## src/rtl/gdm_pkg.sv

```systemverilog
// gdm_pkg: types, codes and widths shared by the gradient direction map
// controller, datapath and top level. No dependencies.
package gdm_pkg;

  // register indexes of the configuration port
  localparam logic [2:0] REG_WIDTH     = 3'd0;
  localparam logic [2:0] REG_HEIGHT    = 3'd1;
  localparam logic [2:0] REG_OPERATOR  = 3'd2;
  localparam logic [2:0] REG_THRESHOLD = 3'd3;
  localparam logic [2:0] REG_SUM_MODE  = 3'd4;

  // operator codes
  localparam logic [1:0] OP_PREWITT = 2'd0;
  localparam logic [1:0] OP_SOBEL   = 2'd1;
  localparam logic [1:0] OP_SCHARR  = 2'd2;
  localparam logic [1:0] OP_LSD     = 2'd3;

  // edge direction codes
  localparam logic [1:0] DIR_NONE  = 2'd0;
  localparam logic [1:0] DIR_HORIZ = 2'd1;
  localparam logic [1:0] DIR_VERT  = 2'd2;

  // field and working widths
  localparam int CFG_W   = 13;
  localparam int ROW_W   = 12;
  localparam int COL_W   = 11;
  localparam int MAG_W   = 13;
  localparam int WV_W    = 14;  // clamped width, up to 8192
  localparam int HV_W    = 15;  // clamped height, up to 16384
  localparam int G_W     = 12;  // |gx|, |gy| at most 4080
  localparam int GS_W    = 14;  // signed gradient sums
  localparam int SQ_W    = 24;
  localparam int RAD_W   = 25;  // gx^2+gy^2 below 2^25
  localparam int RES_W   = 26;

  typedef enum logic [2:0] {
    ST_CLEAR,
    ST_IDLE,
    ST_READ,
    ST_GRAD,
    ST_SQUARE,
    ST_RINIT,
    ST_ROOT,
    ST_EVAL_EMIT
  } state_t;

  typedef struct packed {
    logic clear_en;
    logic win_load;
    logic grad_en;
    logic sq_en;
    logic root_init;
    logic root_step;
    logic eval_en;
    logic take;
    logic finish;
  } cmd_t;

  typedef struct packed {
    logic clear_done;
    logic root_done;
    logic pend_any;
    logic sum_mode;
  } stat_t;

endpackage

```

## src/rtl/gdm_ctrl.sv

```systemverilog
// gdm_ctrl: sequencer for one pixel at a time: read, window shift,
// gradient, optional square root, then hand out the pending results.
// Depends on gdm_pkg.
module gdm_ctrl (
  input  logic            clk,
  input  logic            rst,
  input  logic            in_valid,
  output logic            in_ready,
  output logic            out_valid,
  input  logic            out_ready,
  input  gdm_pkg::stat_t  stat,
  output gdm_pkg::cmd_t   cmd
);

  gdm_pkg::state_t state;
  gdm_pkg::state_t state_next;
  logic eval_done;
  logic eval_done_next;

  // state register
  always_ff @(posedge clk) begin
    if (rst) begin
      state     <= gdm_pkg::ST_CLEAR;
      eval_done <= 1'b0;
    end else begin
      state     <= state_next;
      eval_done <= eval_done_next;
    end
  end

  // next state
  always_comb begin
    state_next     = state;
    eval_done_next = eval_done;
    case (state)
      gdm_pkg::ST_CLEAR: begin
        if (stat.clear_done) state_next = gdm_pkg::ST_IDLE;
      end
      gdm_pkg::ST_IDLE: begin
        if (in_valid) state_next = gdm_pkg::ST_READ;
      end
      gdm_pkg::ST_READ: state_next = gdm_pkg::ST_GRAD;
      gdm_pkg::ST_GRAD: begin
        eval_done_next = 1'b0;
        state_next = stat.sum_mode ? gdm_pkg::ST_EVAL_EMIT : gdm_pkg::ST_SQUARE;
      end
      gdm_pkg::ST_SQUARE: state_next = gdm_pkg::ST_RINIT;
      gdm_pkg::ST_RINIT: state_next = gdm_pkg::ST_ROOT;
      gdm_pkg::ST_ROOT: begin
        eval_done_next = 1'b0;
        if (stat.root_done) state_next = gdm_pkg::ST_EVAL_EMIT;
      end
      gdm_pkg::ST_EVAL_EMIT: begin
        eval_done_next = 1'b1;
        if (eval_done && !stat.pend_any) state_next = gdm_pkg::ST_IDLE;
      end
      default: state_next = gdm_pkg::ST_IDLE;
    endcase
  end

  // outputs and commands
  always_comb begin
    cmd       = '0;
    in_ready  = 1'b0;
    out_valid = 1'b0;
    case (state)
      gdm_pkg::ST_CLEAR: cmd.clear_en = 1'b1;
      gdm_pkg::ST_IDLE:  in_ready = 1'b1;
      gdm_pkg::ST_READ:  cmd.win_load = 1'b1;
      gdm_pkg::ST_GRAD:  cmd.grad_en = 1'b1;
      gdm_pkg::ST_SQUARE: cmd.sq_en = 1'b1;
      gdm_pkg::ST_RINIT: cmd.root_init = 1'b1;
      gdm_pkg::ST_ROOT:  cmd.root_step = !stat.root_done;
      gdm_pkg::ST_EVAL_EMIT: begin
        if (!eval_done) begin
          cmd.eval_en = 1'b1;
        end else begin
          out_valid  = stat.pend_any;
          cmd.take   = stat.pend_any && out_ready;
          cmd.finish = !stat.pend_any;
        end
      end
      default: cmd = '0;
    endcase
  end

endmodule

```

## config.mk

```make
export PLATFORM = sky130hd
export DESIGN_NAME = gdm_ctrl
export DESIGN_NICKNAME = d
export VERILOG_FILES = /design/src/rtl/gdm_pkg.sv /design/src/rtl/gdm_ctrl.sv
export SDC_FILE = /design/constraint.sdc
export NUM_CORES = 1
export LEC_CHECK = 0
export ABC_AREA = 1
export BUFFER_PORTS_ARGS = -buffer_cell sky130_fd_sc_hd__buf_2
export CAP_MARGIN = 30
export CORE_AREA = 2 2 39 41
export CTS_BUF_LIST = sky130_fd_sc_hd__clkbuf_8
export DETAILED_ROUTE_END_ITERATION = 12
export DIE_AREA = 0 0 41 43
export PLACE_DENSITY_LB_ADDON = 0.3
export REMOVE_ABC_BUFFERS = 1
export SLEW_MARGIN = 20
export SYNTH_ARGS = -nofsm -noshare
export SYNTH_HDL_FRONTEND = slang
export SYNTH_SLANG_ARGS = --single-unit
```

## constraint.sdc

```tcl
create_clock -name clk -period 1.1 [get_ports clk]
set_input_delay 0.055 -clock clk [delete_from_list [all_inputs] [get_ports clk]]
set_output_delay 0.055 -clock clk [all_outputs]
set_load 0.05 [all_outputs]
```

* After elaboration in Yosys (flattened, before gate mapping)
Index checks and enable logic that the tools add are counted.
** Word-level totals
- Flip-flop bits (word level) :: 4
- Input port bits :: 8
** Operators by class
- Equality and inequality tests :: 11
- Muxes and demuxes :: 19
- Reductions and logical operators :: 8
** Operator list (number)
- 3-bit one-hot mux with 8 select lines :: 1
- 3-bit two-way mux :: 5
- 3-bit equality test, second input constant :: 4
- 1-bit two-way mux :: 10
- 2-bit != test, second input constant :: 4
- 3-bit by 2-bit equality test with 1-bit output, second input constant :: 2
- 2-bit two-way mux :: 2
- 4-bit AND reduction :: 1
- 3-bit by 1-bit equality test with 1-bit output, second input constant :: 1
- 3-bit zero test :: 1
- 1-bit logical AND :: 2
- 1-bit zero test :: 2
- 1-bit one-hot mux with 2 select lines :: 1
- 2-bit nonzero test :: 1
- 2-bit OR reduction :: 1

* Longest topological paths before layout
Gate-level depths: netlist of the first run.
- Depth in word-level cells :: 4
- Mapped depth :: 8
- Depth with buffers taken out :: 8

* Least setup slack after synthesis of the first run
No wires, ideal clock.
- Path type :: flip-flop to output port
- Start point :: register state[2]
- End point :: output port cmd[1] (netlist name)
- Stages on the path, launching flop included :: 4
- Arrival :: 2.169 ns
- Path buffers :: 0
- Data required time :: 1.045 ns
- Slack :: -1.124 ns
- Cells stage by stage :: dfxtp_1 > nand3_1 > nor3_1 > and2_2
** RTL lines
- from (decl) :: RTL line gdm_ctrl.sv:15 : gdm_pkg::state_t state;
- from (signal assigned) :: RTL line gdm_ctrl.sv:23 : state <= gdm_pkg::ST_CLEAR;
- from (signal assigned) :: RTL line gdm_ctrl.sv:26 : state <= state_next;
- to (decl) :: RTL line gdm_ctrl.sv:12 : output gdm_pkg::cmd_t cmd

==> results of run 1 <==
routing by layer:
layer	GRT usage	wire length [microns]
met4	0.1200	34
met1	0.1254	370
met3	0.01571	27
met2	0.1719	465
met5	0	0
worst max-delay path, cell delays in order, from the launching register on:
cell     delay (ns)
dfxtp_4        0.38
nand3_4        0.11
nor3_4         0.14
and2_4         0.17
buf_8          0.13
final timing paths:
check                        startpoint                    end  slack, ns  cells past startpoint
hold / removal                      rst  state[1]$_SDFFE_PP0P_       0.04                      2
hold reg to reg   state[0]$_SDFFE_PP0P_  state[2]$_SDFFE_PP0P_       0.63                      2
setup reg to reg  state[0]$_SDFFE_PP0P_  state[0]$_SDFFE_PP0P_      -0.03                      8
setup / recovery  state[1]$_SDFFE_PP0P_                 cmd[1]      -0.10                      4
kinds of logic (layout without fill, tap and decap cells):
kind of cell	count (synthesis)	count (layout)	share of synthesized area
AOI/OAI and AO/OA	6	6	0.1255
buffers and inverters	10	41	0.1345
DFF	4	4	0.2870
and+or+nand+nor	29	29	0.4529
sequential cells by signal, summed over array words and instances (netlist names):
| signal | count |
|---|---|
| state | 3 |
| eval_done | 1 |
through the flow:
| stage | setup WS (ns) | setup TNS (ns) | instance area (sq um) | instances | util |
|---|---|---|---|---|---|
| after detailed placement | -0.1359 | -0.3157 | 449.2 | 91 | 0.3246 |
| after global routing | -0.1431 | -1.305 | 641.9 | 96 | 0.4638 |
| after CTS | -0.09538 | -0.6309 | 613.1 | 95 | 0.4430 |
| after global placement | -0.08024 | -0.2784 | 449.2 | 91 | 0.3246 |
| final | -0.1019 | -0.5852 | 641.9 | 96 | 0.4638 |
| after floorplan | -1.124 | -5.947 | 279.0 | 49 | - |
cells in the final DEF, fill, tap and decap left out, drive strengths merged:
| master | Yosys | layout |
|---|---|---|
| buf | 0 | 28 |
| nor2 | 15 | 15 |
| inv | 10 | 10 |
| nand3 | 5 | 5 |
| nand2 | 4 | 4 |
| dfxtp | 4 | 4 |
| a21oi | 3 | 3 |
| clkbuf | 0 | 3 |
| nor3 | 3 | 3 |
| and2 | 1 | 1 |
| nand3b | 1 | 1 |
| a21boi | 1 | 1 |
| a211oi | 1 | 1 |
| o21ai | 1 | 1 |
power breakdown:
group	total [mW]	switching, mW	leakage, nW	internal (mW)
clock network	0.305	0.0718	0.0216	0.233
registers	0.245	0.0579	0.0347	0.187
logic	0.607	0.373	0.257	0.234
layout make-up:
class | count | area, sq um | share of cell area
tap | 16 | 20.02 | 0.03119
sequential | 4 | 91.34 | 0.1423
inverter | 10 | 37.54 | 0.05848
multi-input combinational | 35 | 214.0 | 0.3333
clock buffer | 3 | 41.29 | 0.06433
timing repair buffer | 28 | 237.7 | 0.3704
timing repair:
action	4_1_cts	5_1_grt
gates resized for setup	41	8
buffers inserted	1	1
pin swaps	2	0
setup endpoints to repair	14	13
==> results_tabular.tex, run 1 <==
\begin{tabular}{lr}
\hline
Metric & Value \\
\hline
\multicolumn{2}{l}{\textbf{Run status}} \\
Run status & complete, but fails checks \\
Violations in the final reports & negative setup slack \\
\multicolumn{2}{l}{\textbf{Detailed routing}} \\
Detailed-route DRC error count & 0 \\
Drt first pass iters & 3 \\
Average via count per standard cell & around 4.3 \\
Routed Antenna Nets & 0 \\
Starting DRC count in detailed routing & 10 \\
DR WL/cell & about 9.4 microns \\
Vias & 414 \\
Routed wire length & 898 microns \\
\multicolumn{2}{l}{\textbf{Synth}} \\
Sequential fraction of the synthesis area & 0.2870 \\
Top cell types by occurrence after synthesis & 15 x nor2\_1, 10 x inv\_1, 5 x nand3\_1, 4 x dfxtp\_1, 4 x nand2\_1 \\
Proportion of synthesized flip-flops having asynchronous set or reset & 0 \\
Mapped Cells & approximately 50 \\
Synth unique cells & 12 \\
Proportion of netlist area held by the largest area contributor & 0.2870 \\
Register bit total from synthesis & 4 \\
Synthesized area per cell & around 5.7 sq um \\
Largest area contributor in the synthesized netlist & dfxtp\_1 \\
Ranking of synthesized cells by area & dfxtp\_1 29\%, nor2\_1 20\%, inv\_1 13\%, nand3\_1 9.0\%, a21oi\_1 5.4\% \\
Synthesis Warnings & 0 \\
Top FF cell, synth & dfxtp\_1 \\
Netlist area before placement & about 280 sq um \\
Post-synth EDFFs & 0 \\
Most frequent cell after synthesis & nor2\_1 \\
\multicolumn{2}{l}{\textbf{Floorplan}} \\
Area enclosed by the die boundary & about 1800 sq um \\
Row Count & 14 \\
\# IOs & 19 \\
Vertical die dimension & 43 microns \\
Std-Cell Core Area & $\sim$1400 sq um \\
X dimension of the die & just over 40 microns \\
Starting Density & 0.2016 \\
\multicolumn{2}{l}{\textbf{Global route}} \\
Antenna violations before repair & 0 \\
Pin count of the biggest net entering global routing & 7 \\
Global Route Usage Sum & 0.1155 \\
Residual overflow from global routing & 0 \\
Wire length of the first global-routing pass & 1304 microns \\
Vias in the first global route & 349 \\
\multicolumn{2}{l}{\textbf{STA}} \\
Number of slew-limit violations in the final report & 0 \\
Post-layout min period & around 1.2 ns \\
Number of hold-slack violations in the final timing report & 0 \\
Setup violations, final & 10 \\
Fmax achieved & 832.0 MHz \\
Worst hold margin & $\sim$0.038 ns \\
Final worst-path cycle share & 1.093 \\
Worst-margin pin slew & roughly 0.22 ns \\
Setup clock skew after layout & 0.003187 ns \\
Max transition margin & 0.8503 \\
Setup ws final & -0.1019 ns \\
Unrepaired setup endpoints after global routing & yes \\
\multicolumn{2}{l}{\textbf{Clock tree}} \\
Post-CTS clock slew at the launch and capture registers of the worst setup and hold paths & $\sim$0.030 ns \\
Number of hold-repair buffers added at the cts stage & 0 \\
Maximum count of clock buffers along a single path & 2 \\
Clock tree from TritonCTS & done \\
Clock H-tree levels & 1 \\
Clk sinks & 4 \\
Clock Root Buffer & clkbuf\_8 \\
Clock insertion delay at the later pin of the skew report & between 0.2 and 0.25 ns \\
Num CTS Buffers & 3 \\
\multicolumn{2}{l}{\textbf{Placement}} \\
Number of port buffers & 18 \\
Detailed placement HPWL & a little under 700 microns \\
Final Wtd Congestion & between 0.7 and 0.8 \\
\multicolumn{2}{l}{\textbf{Worst setup path}} \\
CP Capture Type & output pin \\
Worst EP arrival & about 1.2 ns \\
Maximum fanout along the worst path & 6 \\
Data required time at the worst endpoint & $\sim$1.0 ns \\
Category of the worst setup path launch point & flop \\
Path type of the worst setup path & flop to output pin \\
\multicolumn{2}{l}{\textbf{Layout}} \\
Fill cell total of the finished layout & about 140 \\
Area delta synth->final & 130.0\% \\
Number of inserted diodes & 0 \\
Count of nets after finishing & 90 \\
Proportion of layout cells with a drive suffix above 1 & 0.6125 \\
\multicolumn{2}{l}{\textbf{Power}} \\
Leak Pwr & about 0.31 nW \\
Overall power consumption & 1.157 mW \\
Power density over the cells & approximately 1800 nW/um\^{}2 \\
Max rail drop VDD & 0.7188 mV \\
\multicolumn{2}{l}{\textbf{Hold path}} \\
Hold Crit Class & primary input to flop \\
\multicolumn{2}{l}{\textbf{Job}} \\
Max-cap violation count & 0 \\
\hline
\end{tabular}
(Power assumes the default switching activity.)
==> run 2, diff against run 1 <==
- clock period: 1.1 -> 1 ns (I/O delays scaled with it)
==> results_tabular.tex, run 2 (synthesis gave the netlist of run 1 again) <==
\begin{tabular}{lr}
\hline
Metric & Value \\
\hline
\multicolumn{2}{l}{\textbf{Layout}} \\
Most frequent standard cell in the layout excluding fill and tap cells & buf\_4 (unchanged) \\
Proportion of layout cells with a drive suffix above 1 & 0.6667 (was 0.6125) \\
Registers with the most flip-flops & state: 3 flops, eval\_done: 1 flops (unchanged) \\
Design Area, Final & 656.9 sq um (was 641.9 sq um) \\
Number of inserted diodes & 0 (unchanged) \\
Max reg flops & 3 (unchanged) \\
Register containing the most flip-flops in the final layout & state (unchanged) \\
Count of nets after finishing & 91 (was 90) \\
Most frequent cells in the layout & 12 x buf\_4, 9 x nor2\_2, 8 x buf\_6 (was 11 x buf\_4, 8 x nor2\_1, 8 x buf\_6) \\
Area delta synth->final & 135.4\% (was 130.0\%) \\
\multicolumn{2}{l}{\textbf{Worst setup path}} \\
CP Capture Type & output pin (unchanged) \\
Data required time at the worst endpoint & 0.95 ns (was 1.04 ns) \\
R2r worst-path depth & 8 (unchanged) \\
Maximum fanout along the worst path & 6 (unchanged) \\
Path type of the worst setup path & flop to output pin (unchanged) \\
Category of the worst setup path launch point & flop (unchanged) \\
Worst EP arrival & 1.16 ns (was 1.15 ns) \\
\multicolumn{2}{l}{\textbf{STA}} \\
Setup clock skew after layout & 0.0006142 ns (was 0.003187 ns) \\
Number of slew-limit violations in the final report & 0 (unchanged) \\
Worst-margin pin slew & 0.2094 ns (was 0.2233 ns) \\
Setup ws final & -0.2144 ns (was -0.1019 ns) \\
Final worst-path cycle share & 1.214 \\
Max transition margin & 0.8596 (was 0.8503) \\
Worst hold margin & 0.03759 ns (was 0.03809 ns) \\
Post-layout min period & between 1 and 1.5 ns \\
Number of hold-slack violations in the final timing report & 0 (unchanged) \\
Fmax achieved & $\sim$800 MHz \\
Sum Neg Setup Slack & -1.882 ns (was -0.5852 ns) \\
Unrepaired setup endpoints after global routing & yes (unchanged) \\
Setup violations, final & 13 (was 10) \\
\multicolumn{2}{l}{\textbf{Detailed routing}} \\
Routed Antenna Nets & 0 (unchanged) \\
Routed wire length & 975 microns (was 898 microns) \\
Drt first pass iters & 4 (was 3) \\
Starting DRC count in detailed routing & 8 (was 10) \\
Vias & 415 (was 414) \\
Detailed-route DRC error count & 0 (unchanged) \\
Average via count per standard cell & 4.278 (was 4.313) \\
DR WL/cell & 10.05 microns (was 9.354 microns) \\
\multicolumn{2}{l}{\textbf{Clock tree}} \\
Clk sinks & 4 (unchanged) \\
Clock H-tree levels & 1 (unchanged) \\
Clock insertion delay at the later pin of the skew report & 0.22 ns (about the same) \\
Number of hold-repair buffers added at the cts stage & 0 (unchanged) \\
Clock Root Buffer & clkbuf\_8 (unchanged) \\
Clock tree from TritonCTS & done (unchanged) \\
Post-CTS clock slew at the launch and capture registers of the worst setup and hold paths & 0.03 ns (about the same) \\
Num CTS Buffers & 3 (unchanged) \\
Maximum count of clock buffers along a single path & 2 (unchanged) \\
\multicolumn{2}{l}{\textbf{Power}} \\
Clock share of power & 0.254 (was 0.263) \\
Leak Pwr & 0.3185 nW (was 0.3134 nW) \\
Power density over the cells & 2016 nW/um\^{}2 (was 1802 nW/um\^{}2) \\
Internal power & 0.7346 mW (was 0.6542 mW) \\
Max rail drop VDD & 0.7671 mV (was 0.7188 mV) \\
Overall power consumption & 1.324 mW (was 1.157 mW) \\
Sw Share & 0.4451 (was 0.4344) \\
Switching power summed over all nets & 0.5893 mW (was 0.5025 mW) \\
Register share of total power & 0.208 (was 0.212) \\
Comb power frac & 0.538 (was 0.525) \\
\multicolumn{2}{l}{\textbf{Floorplan}} \\
Vertical die dimension & 43 microns (unchanged) \\
\# IOs & 19 (unchanged) \\
Std-Cell Core Area & 1384 sq um (unchanged) \\
X dimension of the die & 41 microns (unchanged) \\
Starting Density & 0.2016 (unchanged) \\
Area enclosed by the die boundary & 1763 sq um (unchanged) \\
Row Count & 14 (unchanged) \\
\multicolumn{2}{l}{\textbf{Global route}} \\
Global Route Usage Sum & 0.1285 (was 0.1155) \\
Wire length of the first global-routing pass & 1449 microns (was 1304 microns) \\
Antenna violations before repair & 0 (unchanged) \\
Residual overflow from global routing & 0 (unchanged) \\
Pin count of the biggest net entering global routing & 7 (unchanged) \\
Vias in the first global route & 372 (was 349) \\
\multicolumn{2}{l}{\textbf{Run status}} \\
Violations in the final reports & negative setup slack (unchanged) \\
Run status & complete, but fails checks (unchanged) \\
\multicolumn{2}{l}{\textbf{Placement}} \\
Number of port buffers & 18 (unchanged) \\
Final Wtd Congestion & 0.7405 (was 0.7659) \\
Post-placement worst setup slack & -0.2126 ns (was -0.1359 ns) \\
Post-detailed-placement cell area & 456.7 sq um (was 449.2 sq um) \\
Detailed placement HPWL & 694.2 microns (was 676.5 microns) \\
\multicolumn{2}{l}{\textbf{Hold path}} \\
Hold Crit Class & primary input to flop (unchanged) \\
Hold-critical path depth & 2 (unchanged) \\
\multicolumn{2}{l}{\textbf{Job}} \\
Max-cap violation count & 0 (unchanged) \\
\hline
\end{tabular}
-- run 2: cell types whose count changed in the layout (fill, tap and decap cells not counted), sizes merged --
cell,change
buf,+1
-- run 2: power by group through the flow --
stage / Clock [mW] / Combinational [mW] / Sequential, mW
2_1_floorplan: 0 / 0.389 / 0.229
3_3_place_gp: 0 / 0.540 / 0.231
3_5_place_dp: 0 / 0.543 / 0.234
4_1_cts: 0.347 / 0.665 / 0.269
5_1_grt: 0.358 / 0.759 / 0.282
6_report: 0.336 / 0.713 / 0.275
-- run 2: final cells by class --
type | count | area [sq um]
tap | 16 | 20.02
sequential | 4 | 91.34
inverter | 10 | 37.54
clock buffer | 3 | 41.29
fill | 129 | 726.9
multi-input combinational | 35 | 221.5
timing repair buffer | 29 | 245.2
-- run 2: what timing repair did --
action	CTS	global route
gates resized for setup	43	8
setup endpoints to repair	14	15
pin swaps	1	2
buffers inserted	2	0
gates cloned	0	0
-- run 2: critical path, cell delays in order (launching register included) --
cell and delay (ns):
dfxtp_4 0.36, nor2_2 0.18, inv_1 0.09, nor2_1 0.14, buf_6 0.18
-- run 2: metal layers --
| metal | vias up | track usage | wire, microns |
|---|---|---|---|
| met2 | 10 | 0.2094 | 532 |
| li1 | 219 | - | - |
| met3 | 0 | 0.01571 | 33 |
| met1 | 186 | 0.1286 | 409 |
| met4 | 0 | 0.1200 | 0 |
| met5 | - | 0 | 0 |
-- run 2: path summary, 6_finish.rpt --
check                               from  slack (ns)                      to
hold / removal                       rst        0.04   state[1]$_SDFFE_PP0P_
hold reg to reg   eval_done$_SDFFE_PP0P_        0.63  eval_done$_SDFFE_PP0P_
setup reg to reg   state[0]$_SDFFE_PP0P_       -0.15   state[0]$_SDFFE_PP0P_
setup / recovery   state[0]$_SDFFE_PP0P_       -0.21                  cmd[8]
-- run 2: stage by stage --
step	util	cells
2_1_floorplan	-	49
3_3_place_gp	0.3300	92
3_5_place_dp	0.3300	92
4_1_cts	0.4638	97
5_1_grt	0.4747	97
6_report	0.4747	97
